**src/rtl/assert_macros.svh**
```systemverilog
// Assertion macros used by the top-level RTL file.
// Depends on nothing; every use names its clock and reset explicitly.
`ifndef ASSERT_MACROS_SVH
`define ASSERT_MACROS_SVH

// Check a condition at every clock edge outside reset.
`define ASSERT_ALWAYS(label, clk, rst_n, cond, msg) \
    label: assert property (@(posedge clk) disable iff (!rst_n) (cond)) else $error(msg);

// Check a same-cycle implication outside reset.
`define ASSERT_IMPLY(label, clk, rst_n, ante, cons, msg) \
    label: assert property (@(posedge clk) disable iff (!rst_n) (ante) |-> (cons)) \
        else $error(msg);

// Check a next-cycle implication outside reset.
`define ASSERT_NEXT(label, clk, rst_n, ante, cons, msg) \
    label: assert property (@(posedge clk) disable iff (!rst_n) (ante) |=> (cons)) \
        else $error(msg);

`endif

```
**src/rtl/dvt_pkg.sv**
```systemverilog
// Package for the delta-V charge termination block: word types, slot record,
// configuration register map and fixed thresholds. Depends on nothing.
package dvt_pkg;

    localparam int NUM_SLOTS_DEF = 2;
    localparam int SAMPLE_BITS   = 12;
    localparam int CNT_BITS      = 8;
    localparam int SECS_BITS     = 16;
    localparam int FLAG_BITS     = 3;
    localparam int CFG_IDX_BITS  = 3;
    localparam int CFG_DATA_BITS = 16;

    localparam logic [CNT_BITS-1:0] RISE_ADOPT   = CNT_BITS'(10);
    localparam logic [CNT_BITS-1:0] FULL_CONFIRM = CNT_BITS'(20);
    localparam logic [CNT_BITS-1:0] LEAK_STEP    = CNT_BITS'(5);
    localparam logic [CNT_BITS-1:0] CNT_MAX      = CNT_BITS'(255);

    localparam int FLAG_FULL = 0;
    localparam int FLAG_MDV  = 1;
    localparam int FLAG_ZDV  = 2;

    typedef enum logic [CFG_IDX_BITS-1:0] {
        CFG_DV_START_SECONDS      = 3'd0,
        CFG_DV_START_VOLTAGE      = 3'd1,
        CFG_DELTA_V_DROP          = 3'd2,
        CFG_DV_CONFIRM_COUNT      = 3'd3,
        CFG_ZERO_DV_CONFIRM_COUNT = 3'd4,
        CFG_FULL_VOLTAGE          = 3'd5
    } t_cfg_idx;

    typedef struct packed {
        logic [SECS_BITS-1:0]   dv_start_seconds;
        logic [SAMPLE_BITS-1:0] dv_start_voltage;
        logic [CNT_BITS-1:0]    delta_v_drop;
        logic [CNT_BITS-1:0]    dv_confirm_count;
        logic [CNT_BITS-1:0]    zero_dv_confirm_count;
        logic [SAMPLE_BITS-1:0] full_voltage;
    } t_cfg;

    typedef struct packed {
        logic                   battery_index;
        logic [SAMPLE_BITS-1:0] voltage;
        logic [SECS_BITS-1:0]   elapsed_seconds;
        logic                   over_temperature;
        logic                   timer_expired;
        logic                   clear_slot;
    } t_in_word;

    typedef struct packed {
        logic slot_out;
        logic full_flag;
        logic minus_dv_flag;
        logic zero_dv_flag;
        logic terminate;
    } t_out_word;

    typedef struct packed {
        logic [SAMPLE_BITS-1:0] peak_voltage;
        logic [CNT_BITS-1:0]    rise_count;
        logic [CNT_BITS-1:0]    drop_count;
        logic [CNT_BITS-1:0]    flat_count;
        logic [CNT_BITS-1:0]    full_count;
        logic [FLAG_BITS-1:0]   latched_flags;
    } t_slot_rec;

    localparam int REC_BITS = $bits(t_slot_rec);

endpackage

```
**src/rtl/dvt_ram.sv**
```systemverilog
// Generic single-port-write, single-port-read RAM with registered read data.
// Depends on nothing.
module dvt_ram #(
    parameter int WIDTH = 8,
    parameter int DEPTH = 2
) (
    input  logic                                   i_clk,
    input  logic                                   i_wr_en,
    input  logic [((DEPTH > 1) ? $clog2(DEPTH) : 1)-1:0] i_wr_addr,
    input  logic [WIDTH-1:0]                       i_wr_data,
    input  logic                                   i_rd_en,
    input  logic [((DEPTH > 1) ? $clog2(DEPTH) : 1)-1:0] i_rd_addr,
    output logic [WIDTH-1:0]                       o_rd_data
);

    logic [WIDTH-1:0] r_mem [DEPTH];
    logic [WIDTH-1:0] r_rd_data;

    always_ff @(posedge i_clk) begin
        if (i_wr_en) begin
            r_mem[i_wr_addr] <= i_wr_data;
        end
        if (i_rd_en) begin
            r_rd_data <= r_mem[i_rd_addr];
        end
    end

    assign o_rd_data = r_rd_data;

endmodule

```
**src/rtl/dvt_update.sv**
```systemverilog
// Per-slot update: clear, or delta-V, zero-delta-V and full-voltage checks on one record.
// Depends on dvt_pkg.
module dvt_update (
    input  dvt_pkg::t_cfg      i_cfg,
    input  dvt_pkg::t_in_word  i_word,
    input  logic               i_in_range,
    input  dvt_pkg::t_slot_rec i_rec,
    output dvt_pkg::t_slot_rec o_rec,
    output dvt_pkg::t_out_word o_result
);

    function automatic logic [dvt_pkg::CNT_BITS-1:0] count_up(
        input logic [dvt_pkg::CNT_BITS-1:0] c
    );
        return (c >= dvt_pkg::CNT_MAX) ? dvt_pkg::CNT_MAX : c + 1'b1;
    endfunction

    function automatic logic [dvt_pkg::CNT_BITS-1:0] leak(
        input logic [dvt_pkg::CNT_BITS-1:0] c
    );
        return (c > dvt_pkg::LEAK_STEP) ? c - dvt_pkg::LEAK_STEP : '0;
    endfunction

    dvt_pkg::t_slot_rec                 rec;
    logic                               enabled;
    logic                               dv_run;
    logic [dvt_pkg::SAMPLE_BITS-1:0]    drop_amt;
    logic [dvt_pkg::FLAG_BITS-1:0]      flags;

    always_comb begin
        rec      = i_rec;
        enabled  = (i_word.elapsed_seconds > i_cfg.dv_start_seconds)
                || (i_word.voltage > i_cfg.dv_start_voltage);
        dv_run   = enabled && (i_rec.latched_flags == '0)
                && !i_word.over_temperature && !i_word.timer_expired;
        drop_amt = i_rec.peak_voltage - i_word.voltage;

        if (i_word.clear_slot) begin
            rec = '0;
        end else begin
            if (dv_run) begin
                if (i_rec.peak_voltage < i_word.voltage) begin
                    rec.rise_count = count_up(i_rec.rise_count);
                    if (rec.rise_count >= dvt_pkg::RISE_ADOPT) begin
                        rec.peak_voltage = i_word.voltage;
                        rec.drop_count   = '0;
                        rec.flat_count   = '0;
                    end
                end else begin
                    rec.rise_count = leak(i_rec.rise_count);
                    rec.flat_count = count_up(i_rec.flat_count);
                    if (rec.flat_count >= i_cfg.zero_dv_confirm_count) begin
                        rec.latched_flags[dvt_pkg::FLAG_ZDV] = 1'b1;
                    end
                    if (drop_amt >= dvt_pkg::SAMPLE_BITS'(i_cfg.delta_v_drop)) begin
                        rec.drop_count = count_up(i_rec.drop_count);
                        if (rec.drop_count >= i_cfg.dv_confirm_count) begin
                            rec.latched_flags[dvt_pkg::FLAG_MDV] = 1'b1;
                        end
                    end else begin
                        rec.drop_count = leak(i_rec.drop_count);
                    end
                end
            end
            if (!rec.latched_flags[dvt_pkg::FLAG_FULL]) begin
                if (i_word.voltage >= i_cfg.full_voltage) begin
                    rec.full_count = count_up(i_rec.full_count);
                end else begin
                    rec.full_count = leak(i_rec.full_count);
                end
                if (rec.full_count >= dvt_pkg::FULL_CONFIRM) begin
                    rec.latched_flags[dvt_pkg::FLAG_FULL] = 1'b1;
                end
            end
        end

        flags = i_in_range ? rec.latched_flags : '0;

        o_rec                  = rec;
        o_result.slot_out      = i_word.battery_index;
        o_result.full_flag     = flags[dvt_pkg::FLAG_FULL];
        o_result.minus_dv_flag = flags[dvt_pkg::FLAG_MDV];
        o_result.zero_dv_flag  = flags[dvt_pkg::FLAG_ZDV];
        o_result.terminate     = (flags != '0) || i_word.over_temperature
                              || i_word.timer_expired;
    end

endmodule

```
**src/rtl/delta_v_charge_termination.sv**
```systemverilog
// NiMH charge termination (minus-delta-V, zero-delta-V, full voltage), one
// voltage word per battery slot. It takes one word per clock unless stalled.
// The slot record is read from a memory with registered read data; as the word
// leaves stage one, the record is updated and written back and the result is
// registered. A bypass register covers back-to-back words for the same slot.
// Per-slot valid bits make a slot read as cleared after reset, so there is no
// clearing pass. Depends on dvt_pkg, dvt_ram, dvt_update, assert_macros.svh.
`include "assert_macros.svh"

module delta_v_charge_termination #(
    parameter int NUM_SLOTS = dvt_pkg::NUM_SLOTS_DEF
) (
    input  logic                               i_clk,
    input  logic                               i_rst_n,
    input  logic                               i_in_valid,
    output logic                               o_in_stall,
    input  dvt_pkg::t_in_word                  i_in_word,
    output logic                               o_out_valid,
    input  logic                               i_out_stall,
    output dvt_pkg::t_out_word                 o_out_word,
    input  logic                               i_cfg_valid,
    output logic                               o_cfg_ready,
    input  logic [dvt_pkg::CFG_IDX_BITS-1:0]   i_cfg_index,
    input  logic [dvt_pkg::CFG_DATA_BITS-1:0]  i_cfg_data
);

    localparam int AW = (NUM_SLOTS > 1) ? $clog2(NUM_SLOTS) : 1;

    dvt_pkg::t_cfg       r_cfg;
    logic [NUM_SLOTS-1:0] r_slot_vld;

    logic                r_s1_valid;
    dvt_pkg::t_in_word   r_s1_word;
    logic                r_s1_in_range;
    logic                r_rd_vld;
    logic                r_byp_hit;
    dvt_pkg::t_slot_rec  r_byp_data;

    logic                r_out_valid;
    dvt_pkg::t_out_word  r_out_word;

    logic                in_accept;
    logic                out_free;
    logic                adv1;
    logic                in_range;
    logic [AW-1:0]       rd_addr;
    logic [AW-1:0]       wr_addr;
    logic                wr_en;
    logic [dvt_pkg::REC_BITS-1:0] ram_q;
    dvt_pkg::t_slot_rec  cur_rec;
    dvt_pkg::t_slot_rec  new_rec;
    dvt_pkg::t_out_word  result;

    assign out_free    = !r_out_valid || !i_out_stall;
    assign adv1        = r_s1_valid && out_free;
    assign o_in_stall  = r_s1_valid && !out_free;
    assign in_accept   = i_in_valid && !o_in_stall;
    assign o_cfg_ready = 1'b1;

    assign in_range = NUM_SLOTS > int'(i_in_word.battery_index);
    assign rd_addr  = AW'(i_in_word.battery_index);
    assign wr_addr  = AW'(r_s1_word.battery_index);
    assign wr_en    = adv1 && r_s1_in_range;

    dvt_ram #(
        .WIDTH (dvt_pkg::REC_BITS),
        .DEPTH (NUM_SLOTS)
    ) u_slot_ram (
        .i_clk     (i_clk),
        .i_wr_en   (wr_en),
        .i_wr_addr (wr_addr),
        .i_wr_data (new_rec),
        .i_rd_en   (in_accept),
        .i_rd_addr (rd_addr),
        .o_rd_data (ram_q)
    );

    always_comb begin
        if (r_byp_hit) begin
            cur_rec = r_byp_data;
        end else if (r_rd_vld) begin
            cur_rec = dvt_pkg::t_slot_rec'(ram_q);
        end else begin
            cur_rec = '0;
        end
    end

    dvt_update u_update (
        .i_cfg      (r_cfg),
        .i_word     (r_s1_word),
        .i_in_range (r_s1_in_range),
        .i_rec      (cur_rec),
        .o_rec      (new_rec),
        .o_result   (result)
    );

    always_ff @(posedge i_clk) begin
        if (!i_rst_n) begin
            r_cfg.dv_start_seconds      <= dvt_pkg::SECS_BITS'(600);
            r_cfg.dv_start_voltage      <= dvt_pkg::SAMPLE_BITS'(2200);
            r_cfg.delta_v_drop          <= dvt_pkg::CNT_BITS'(8);
            r_cfg.dv_confirm_count      <= dvt_pkg::CNT_BITS'(20);
            r_cfg.zero_dv_confirm_count <= dvt_pkg::CNT_BITS'(100);
            r_cfg.full_voltage          <= dvt_pkg::SAMPLE_BITS'(2500);
            r_slot_vld                  <= '0;
            r_s1_valid                  <= 1'b0;
            r_out_valid                 <= 1'b0;
        end else begin
            if (i_cfg_valid && o_cfg_ready) begin
                case (i_cfg_index)
                    dvt_pkg::CFG_DV_START_SECONDS: begin
                        r_cfg.dv_start_seconds <= i_cfg_data[dvt_pkg::SECS_BITS-1:0];
                    end
                    dvt_pkg::CFG_DV_START_VOLTAGE: begin
                        r_cfg.dv_start_voltage <= i_cfg_data[dvt_pkg::SAMPLE_BITS-1:0];
                    end
                    dvt_pkg::CFG_DELTA_V_DROP: begin
                        r_cfg.delta_v_drop <= i_cfg_data[dvt_pkg::CNT_BITS-1:0];
                    end
                    dvt_pkg::CFG_DV_CONFIRM_COUNT: begin
                        r_cfg.dv_confirm_count <= i_cfg_data[dvt_pkg::CNT_BITS-1:0];
                    end
                    dvt_pkg::CFG_ZERO_DV_CONFIRM_COUNT: begin
                        r_cfg.zero_dv_confirm_count <= i_cfg_data[dvt_pkg::CNT_BITS-1:0];
                    end
                    dvt_pkg::CFG_FULL_VOLTAGE: begin
                        r_cfg.full_voltage <= i_cfg_data[dvt_pkg::SAMPLE_BITS-1:0];
                    end
                    default: begin
                    end
                endcase
            end
            if (wr_en) begin
                r_slot_vld[wr_addr] <= 1'b1;
            end
            if (in_accept) begin
                r_s1_valid <= 1'b1;
            end else if (adv1) begin
                r_s1_valid <= 1'b0;
            end
            if (adv1) begin
                r_out_valid <= 1'b1;
            end else if (!i_out_stall) begin
                r_out_valid <= 1'b0;
            end
        end
    end

    // Hold stage-one payload while stalled; capture bypass on same-slot overlap.
    always_ff @(posedge i_clk) begin
        if (in_accept) begin
            r_s1_word     <= i_in_word;
            r_s1_in_range <= in_range;
            r_rd_vld      <= in_range && r_slot_vld[rd_addr];
            r_byp_hit     <= wr_en && in_range && (wr_addr == rd_addr);
            r_byp_data    <= new_rec;
        end
        if (adv1) begin
            r_out_word <= result;
        end
    end

    assign o_out_valid = r_out_valid;
    assign o_out_word  = r_out_word;

    `ASSERT_IMPLY(a_stall_only_when_full, i_clk, i_rst_n, o_in_stall,
        r_s1_valid && r_out_valid, "input stalled while a stage is free")
    `ASSERT_IMPLY(a_bypass_needs_item, i_clk, i_rst_n, r_s1_valid && r_byp_hit,
        r_s1_in_range, "bypass hit without a slot word in stage one")
    `ASSERT_NEXT(a_clear_gives_no_flags, i_clk, i_rst_n, adv1 && r_s1_word.clear_slot,
        o_out_valid && !o_out_word.full_flag && !o_out_word.minus_dv_flag
        && !o_out_word.zero_dv_flag, "cleared slot reports a latched flag")
    `ASSERT_ALWAYS(a_flags_terminate, i_clk, i_rst_n,
        !o_out_valid || o_out_word.terminate
        || !(o_out_word.full_flag || o_out_word.minus_dv_flag || o_out_word.zero_dv_flag),
        "latched flag without terminate")

endmodule
```
**config.mk**
```make
export PLATFORM = sky130hd
export DESIGN_NAME = delta_v_charge_termination
export DESIGN_NICKNAME = d
export VERILOG_FILES = /design/src/rtl/dvt_pkg.sv /design/src/rtl/dvt_ram.sv /design/src/rtl/dvt_update.sv /design/src/rtl/delta_v_charge_termination.sv
export VERILOG_INCLUDE_DIRS = /design/src /design/src/rtl
export SDC_FILE = /design/constraint.sdc
export NUM_CORES = 1
export LEC_CHECK = 0
export BUFFER_PORTS_ARGS = -buffer_cell sky130_fd_sc_hd__clkbuf_2
export CORE_MARGIN = 5
export CORE_UTILIZATION = 45
export DETAILED_ROUTE_END_ITERATION = 6
export PLACE_DENSITY = 0.64
export SYNTH_ARGS = -nofsm -noshare
export SYNTH_HDL_FRONTEND = slang
export SYNTH_HIERARCHICAL = 1
export SYNTH_SLANG_ARGS = --single-unit
```
**constraint.sdc**
```tcl
create_clock -name i_clk -period 8.63 [get_ports i_clk]
set_input_delay 0.863 -clock i_clk [delete_from_list [all_inputs] [get_ports i_clk]]
set_output_delay 0.863 -clock i_clk [all_outputs]
set_load 0.1 [all_outputs]
```
=== Word-level counts from Yosys, hierarchy flattened ===
Memory sizes are Yosys's and may differ from the RTL's. A register that Yosys moved wholly into a read port is not among the register bits.
Cells that the tools add are included.
W data, S select, Z words.

* Input bits: 56
* Memories: 1
* RAM bits: 94
* Register bits: 154
* Output and inout port bits: 8

* Multiplexer cells: 37
* Order comparisons: 19
* Reductions and logical operators: 28
* Bitwise gates (word level): 1
* Add/subtract/negate cells: 8
* Equality and inequality tests: 7

{| class="wikitable"
|+ Memory list
! memory !! words !! width !! read ports !! clocked after Yosys merged registers in !! wr ports !! line !! text
|-
| u_slot_ram.r_mem || 2 || 47 || 1 || 1 || 1 || dvt_ram.sv:16 || <nowiki>logic [WIDTH-1:0] r_mem [DEPTH];</nowiki>
|}

{| class="wikitable"
|+ Operators with widths
! operator !! count
|-
| $mux W47 || 3
|-
| $mux W8 || 12
|-
| $mux W36 || 1
|-
| $add A8 B1 Y8 const B || 4
|-
| $ge A8 B8 Y1 const B || 4
|-
| $gt A8 B3 Y1 const B || 3
|-
| $mux W12 || 2
|-
| $mux W24 || 1
|-
| $sub A8 B3 Y8 const B || 3
|-
| $ge A8 B8 Y1 || 2
|-
| $gt A16 B16 Y1 || 1
|-
| $mux W16 || 1
|-
| $mux W1 || 14
|-
| $ge A12 B12 Y1 || 1
|-
| $ge A12 B8 Y1 || 1
|-
| $gt A12 B12 Y1 || 1
|-
| $lt A12 B12 Y1 || 1
|-
| $reduce_and A2 Y1 || 6
|-
| $sub A12 B12 Y12 || 1
|-
| $ge A8 B4 Y1 const B || 1
|-
| $ge A8 B5 Y1 const B || 1
|-
| $logic_and A1 B1 Y1 || 8
|-
| $eq A3 B2 Y1 const B || 2
|-
| $eq A3 B3 Y1 const B || 2
|-
| other kinds (13) || 24
|}

=== Logic depth before layout (Yosys ltp) ===
* Depth in word-level cells: 14
* Gate-level depth with buffers: 22
* Gate-level depth less buffers: 19

=== By module ===
The synthesis kept the hierarchy.

{| class="wikitable"
|+ By module, submodules not included
! module !! cells an instance !! instances !! area each (um^2)
|-
| delta_v_charge_termination || 411 || 1 || 5764.3
|-
| dvt_ram || 195 || 1 || 4938.5
|-
| dvt_update || 660 || 1 || 4352.9
|}

=== Worst setup path before layout ===
OpenSTA, ideal clock, no wires.

* Path type: input to register
* Start: in i_out_stall
* End: reg r_byp_data[0] (netlist bit) (enable)
* Library setup time: 0.629 ns
* Arrival: 7.160 ns
* Stages: 2
* Data required time: 8.001 ns
* Setup slack: 0.841 ns
* Path through: and3_1 > nor2b_1

* Cells in the longest elaborated chain, start to end: 6

{| class="wikitable"
|+ RTL lines
! item !! line !! text
|-
| start: declaration || delta_v_charge_termination.sv:19 || <nowiki>input logic i_out_stall,</nowiki>
|-
| $logic_not A1 Y1 || n/a ||
|-
| $logic_or A1 B1 Y1 || delta_v_charge_termination.sv:54 || <nowiki>assign out_free = !r_out_valid || !i_out_stall;</nowiki>
|-
| $logic_not A1 Y1 || delta_v_charge_termination.sv:56 || <nowiki>assign o_in_stall = r_s1_valid && !out_free;</nowiki>
|-
| $logic_and A1 B1 Y1 || delta_v_charge_termination.sv:56 ||
|-
| $logic_not A1 Y1 || delta_v_charge_termination.sv:57 || <nowiki>assign in_accept = i_in_valid && !o_in_stall;</nowiki>
|-
| $logic_and A1 B1 Y1 || delta_v_charge_termination.sv:57 ||
|-
| named net in_accept || delta_v_charge_termination.sv:42 || <nowiki>logic in_accept;</nowiki>
|-
| end signal: assignment || delta_v_charge_termination.sv:156 || <nowiki>r_byp_data <= new_rec;</nowiki>
|-
| end: declaration || delta_v_charge_termination.sv:37 || <nowiki>dvt_pkg::t_slot_rec r_byp_data;</nowiki>
|}

The timed path passes the listed nets, and every way through them passes these cells.
A chain may end at the register's enable or synchronous reset.

==> impl.org <==
** Die
- Die Area :: around 37000 um^2
- After floorplanning, the core was sized to cover about 33000 um^2.
- Die Span X :: ~190 um
- Effective utilization at floorplan :: 0.452
- In this run the core area contains 67 standard-cell rows.
- The die is between 150 and 200 um tall.
- For this design the top-level I/O count stands at 64.

** Min path
- The path class of the tightest hold or removal check is flop to flop.
- Start point of the worst hold path :: r_cfg[61]
- Hold-critical path depth :: 2
- For hold timing, the worst endpoint is r_cfg[61].

** Clock tree
- The number of clock buffers added by TritonCTS is 31.
- Once the clock tree was built, the resizer swapped 0 gates to a different size.
- Buffers from clock root to sink, at most :: 3
- Clock tree synthesis selected as its root buffer the cell sky130_fd_sc_hd__clkbuf_16.
- Clock latency reported for the late side of the worst-skew pair :: 0.56 ns
- In this run, post-CTS hold repair placed 0 buffers.
- TritonCTS built the clock tree.
- Post-CTS clock slew at the launch and capture registers of the worst setup and hold paths :: approximately 0.060 ns
- Post-CTS setup buffer count :: 0
- Number of sinks driven by the clock tree :: between 200 and 300
- CTS built an H-tree with a depth of 1.

** GRT
- All-Layer GR Usage :: 0.170
- met2 is the most crowded layer.
- The number of global-route vias before repair came to around 9700.
- Routing usage on met2 :: 0.293
- Global routing finished with a remaining overflow of 0.
- For this run, global-route usage on met1 was measured as 0.232.
- Antenna violations before repair :: 0
- Met3 layer usage reported by global route :: 0.0203
- Entering global routing, the biggest net connects 96 pins.
- First-pass GRT wire length :: 51.0 mm

** Logic synthesis
- Each instance of the synthesized netlist takes up on average 11.9 um^2.
- Cell Area, Synth :: 15100 um^2
- Synthesis produced 1266 cells.
- For this run, asynchronously set or reset flops after synthesis account for 0.
- In this run, synthesis produced a sequential element count of between 200 and 300.
- Number of enable flip-flop cells after synthesis :: 227
- Total number of yosys warnings :: 6
- In the synthesized netlist the dominant register cell turns out to be sky130_fd_sc_hd__edfxtp_1.
- Post-synthesis cell type count :: 77
- For this run, the register share of the synthesized area comes to 0.543.

** Flow run
- Max-cap violations in this run came to 0.

** Power
- Overall power after layout :: 3.40 mW
- VDD sags by at most 0.186 mV.
- P_leak :: 6.72 nW
- Dividing total power by cell area gives a power density of just over 200 nW/um^2.

** STA
- Setup violations remaining at the end of the flow were counted as 0.
- Headroom to the max-slew limit came out at 0.251.
- Setup repair after global routing left no endpoint under its margin.
- Between clock sinks in the finished design, the worst skew comes to 0.0166 ns.
- In the finished design, the share of the clock period the worst path needs comes to 0.565.
- Final critical delay including setup and external delays :: just under 5 ns
- Number of hold violations in the final report :: 0
- Peak clock frequency supported by timing :: around 210 MHz
- Pin slew with the least headroom to its limit :: approximately 1.1 ns
- Accumulated negative setup slack :: 0 ns
- The max-slew violation count is 0.

** Drt
- After the first detailed-routing iteration, the DRC count stood at 614.
- Post-Route WL :: 31.8 mm
- First drt pass iteration count :: 5
- Number of vias in the routed layout :: 9614
- # DRC :: 0
- Number of nets with antenna violations after detailed routing :: 0
- Average routed wire per standard cell :: between 15 and 20 um
- Number of vias per cell :: roughly 5.4

** Critical path
- The worst register-to-register path has a setup slack of 3.76 ns.
- Kind of capture point of the worst setup path :: flop
- Path type of the worst setup path :: flop to flop
- Delay of the slowest cell on the worst path :: 0.47 ns
- Capturing point of the worst reg2reg path :: u_slot_ram/r_mem[0][26]
- Of all nets on the critical path, the largest fanout is 49.
- The worst register-to-register path begins at r_byp_hit.
- Walking the worst path, the cells encountered are buf_4 > nor2b_4 > buf_4 > a22o_1 > ha_1 > o21a_1 > o31a_1 > o21a_1 > nor2_1 > xnor2_1 > ha_1 > a21o_1 > a21oi_1 > o311ai_0 > nor2_1 > o21ai_0 > nor3b_1 > buf_4 > mux2_2 > a22o_1.
- Data required time at the worst endpoint :: 8.94 ns
- STA classifies the critical path startpoint as a flop.
- Data arrival time at the worst-slack endpoint :: 5.18 ns
- The slowest stage of the critical path is the sky130_fd_sc_hd__buf_4 cell.
- Most common cell type on the critical path :: sky130_fd_sc_hd__buf_4
- The number of cells on the worst reg-to-reg path is 20.

** Cells and area
- The area growth from synthesis to layout is 11.1%.
- Nets :: 1453
- Fillers :: 2919
- Final core utilization :: 0.503
- Total area of multi-input combinational cells :: 6210 um^2
- In the final layout, the share of cells above drive strength 1 is 0.147.
- Register area :: 8180 um^2
- 0 antenna diodes ended up in the layout.

** Placement
- Dpl hpwl :: approximately 21 mm
- Routability cong. :: 0.861
- During placement, the flow inserted port buffers numbering 62.

** Run status
- The run finished with clean final reports.
==> cells in the mapped netlist, types with 12 or more instances <==
master	instances	share of area
sky130_fd_sc_hd__nand2_1	115	0.029
sky130_fd_sc_hd__nand3_1	23	0.0076
sky130_fd_sc_hd__mux2_4	30	0.030
sky130_fd_sc_hd__nor2_1	66	0.016
sky130_fd_sc_hd__buf_2	24	0.0080
sky130_fd_sc_hd__o21ai_0	38	0.013
sky130_fd_sc_hd__mux2_2	21	0.016
sky130_fd_sc_hd__nor2b_1	39	0.016
sky130_fd_sc_hd__inv_1	94	0.023
sky130_fd_sc_hd__o21a_1	13	0.0065
sky130_fd_sc_hd__nor3_1	12	0.0040
sky130_fd_sc_hd__mux2i_1	78	0.052
sky130_fd_sc_hd__a22o_1	53	0.031
sky130_fd_sc_hd__clkbuf_1	29	0.0072
sky130_fd_sc_hd__edfxtp_1	227	0.45
sky130_fd_sc_hd__ha_1	86	0.071
sky130_fd_sc_hd__dfxtp_1	68	0.090
sky130_fd_sc_hd__a21o_1	15	0.0075
sky130_fd_sc_hd__a21oi_1	51	0.017
==> power breakdown <==
group	switching (mW)	internal (mW)
combinational	0.270	0.171
sequential	0.0253	1.61
clock	0.544	0.783
==> critical path, delay by kind of cell, from the launching register on <==
family	cells	cell delay, ns
AOI/OAI and AO/OA	9	1.52
xor gates and xnor gates	1	0.13
adders and majority gates	2	0.53
buffers and inverters	3	1.03
DFF	1	0.35
muxes	1	0.35
and+or+nand+nor	4	0.69
==> area by class of cell <==
cell class,count,area share
clock buffers,34,0.0476
inverters,94,0.0211
flip-flops and latches,295,0.489
clock inverters,23,0.0136
repair buffers,74,0.0239
multi-input cells,814,0.371
well taps,448,0.0335
==> state kept, by name, indices dropped and copies added, names as in the netlist, 2 cells and up <==
register              count
u_slot_ram/r_mem         94
u_slot_ram/o_rd_data     47
r_cfg                    64
o_out_word                5
r_s1_word                31
r_slot_vld                2
r_byp_data               47
==> through the flow <==
stage	hold slack (ns)	setup slack, ns	cells	cell area (um^2)
after detailed placement	0.451	3.77	1725	15700
after global placement	0.436	3.77	1725	15700
final	0.457	3.76	1782	16700
after CTS	0.441	3.74	1782	16700
after global routing	0.443	3.49	1782	16700
after floorplan	0.420	0.841	1267	15100
==> worst max path at each step <==
stage / from / to / depth (start not counted) / slack (ns)
finish: r_byp_hit / u_slot_ram/r_mem[0][26] / 20 / 3.76
global route: r_byp_hit / r_byp_data[26] / 20 / 3.49
CTS: r_byp_hit / u_slot_ram/r_mem[0][26] / 20 / 3.74
detailed placement: r_byp_hit / u_slot_ram/r_mem[0][26] / 20 / 3.77
global placement: r_byp_hit / r_byp_data[26] / 20 / 3.77
floorplan: i_out_stall / r_byp_data[0] / 2 / 0.84
==> per-layer routing <==
metal  vias to the layer above  routed length [um]
met5                         -                   0
met4                         0                 648
met3                        37                1160
met2                       184               15400
met1                      4652               14600
li1                       4741                   -
==> logic make-up after synthesis <==
family          after synthesis  share of synthesized area
compound gates              248                      0.120
fa+ha+maj                    87                     0.0728
other cells                   1                   0.000249
flops                       295                      0.543
mux                         132                     0.0999
buf+inv                     158                     0.0465
xor+xnor                     17                    0.00989
simple gates                328                      0.108
==> placed cells by master, fill, tap and decap left out, types with 12 or more instances in the layout <==
| master | instances |
|---|---|
| sky130_fd_sc_hd__a21o_1 | 15 |
| sky130_fd_sc_hd__a21oi_1 | 51 |
| sky130_fd_sc_hd__a22o_1 | 53 |
| sky130_fd_sc_hd__buf_4 | 12 |
| sky130_fd_sc_hd__clkbuf_16 | 31 |
| sky130_fd_sc_hd__clkbuf_2 | 61 |
| sky130_fd_sc_hd__dfxtp_1 | 68 |
| sky130_fd_sc_hd__edfxtp_1 | 227 |
| sky130_fd_sc_hd__ha_1 | 86 |
| sky130_fd_sc_hd__inv_1 | 94 |
| sky130_fd_sc_hd__mux2_2 | 21 |
| sky130_fd_sc_hd__mux2_4 | 30 |
| sky130_fd_sc_hd__mux2i_1 | 78 |
| sky130_fd_sc_hd__nand2_1 | 115 |
| sky130_fd_sc_hd__nand3_1 | 23 |
| sky130_fd_sc_hd__nor2_1 | 66 |
| sky130_fd_sc_hd__nor2b_1 | 36 |
| sky130_fd_sc_hd__nor3_1 | 12 |
| sky130_fd_sc_hd__o21a_1 | 13 |
| sky130_fd_sc_hd__o21ai_0 | 38 |
Power figures use the tool's default switching activity.
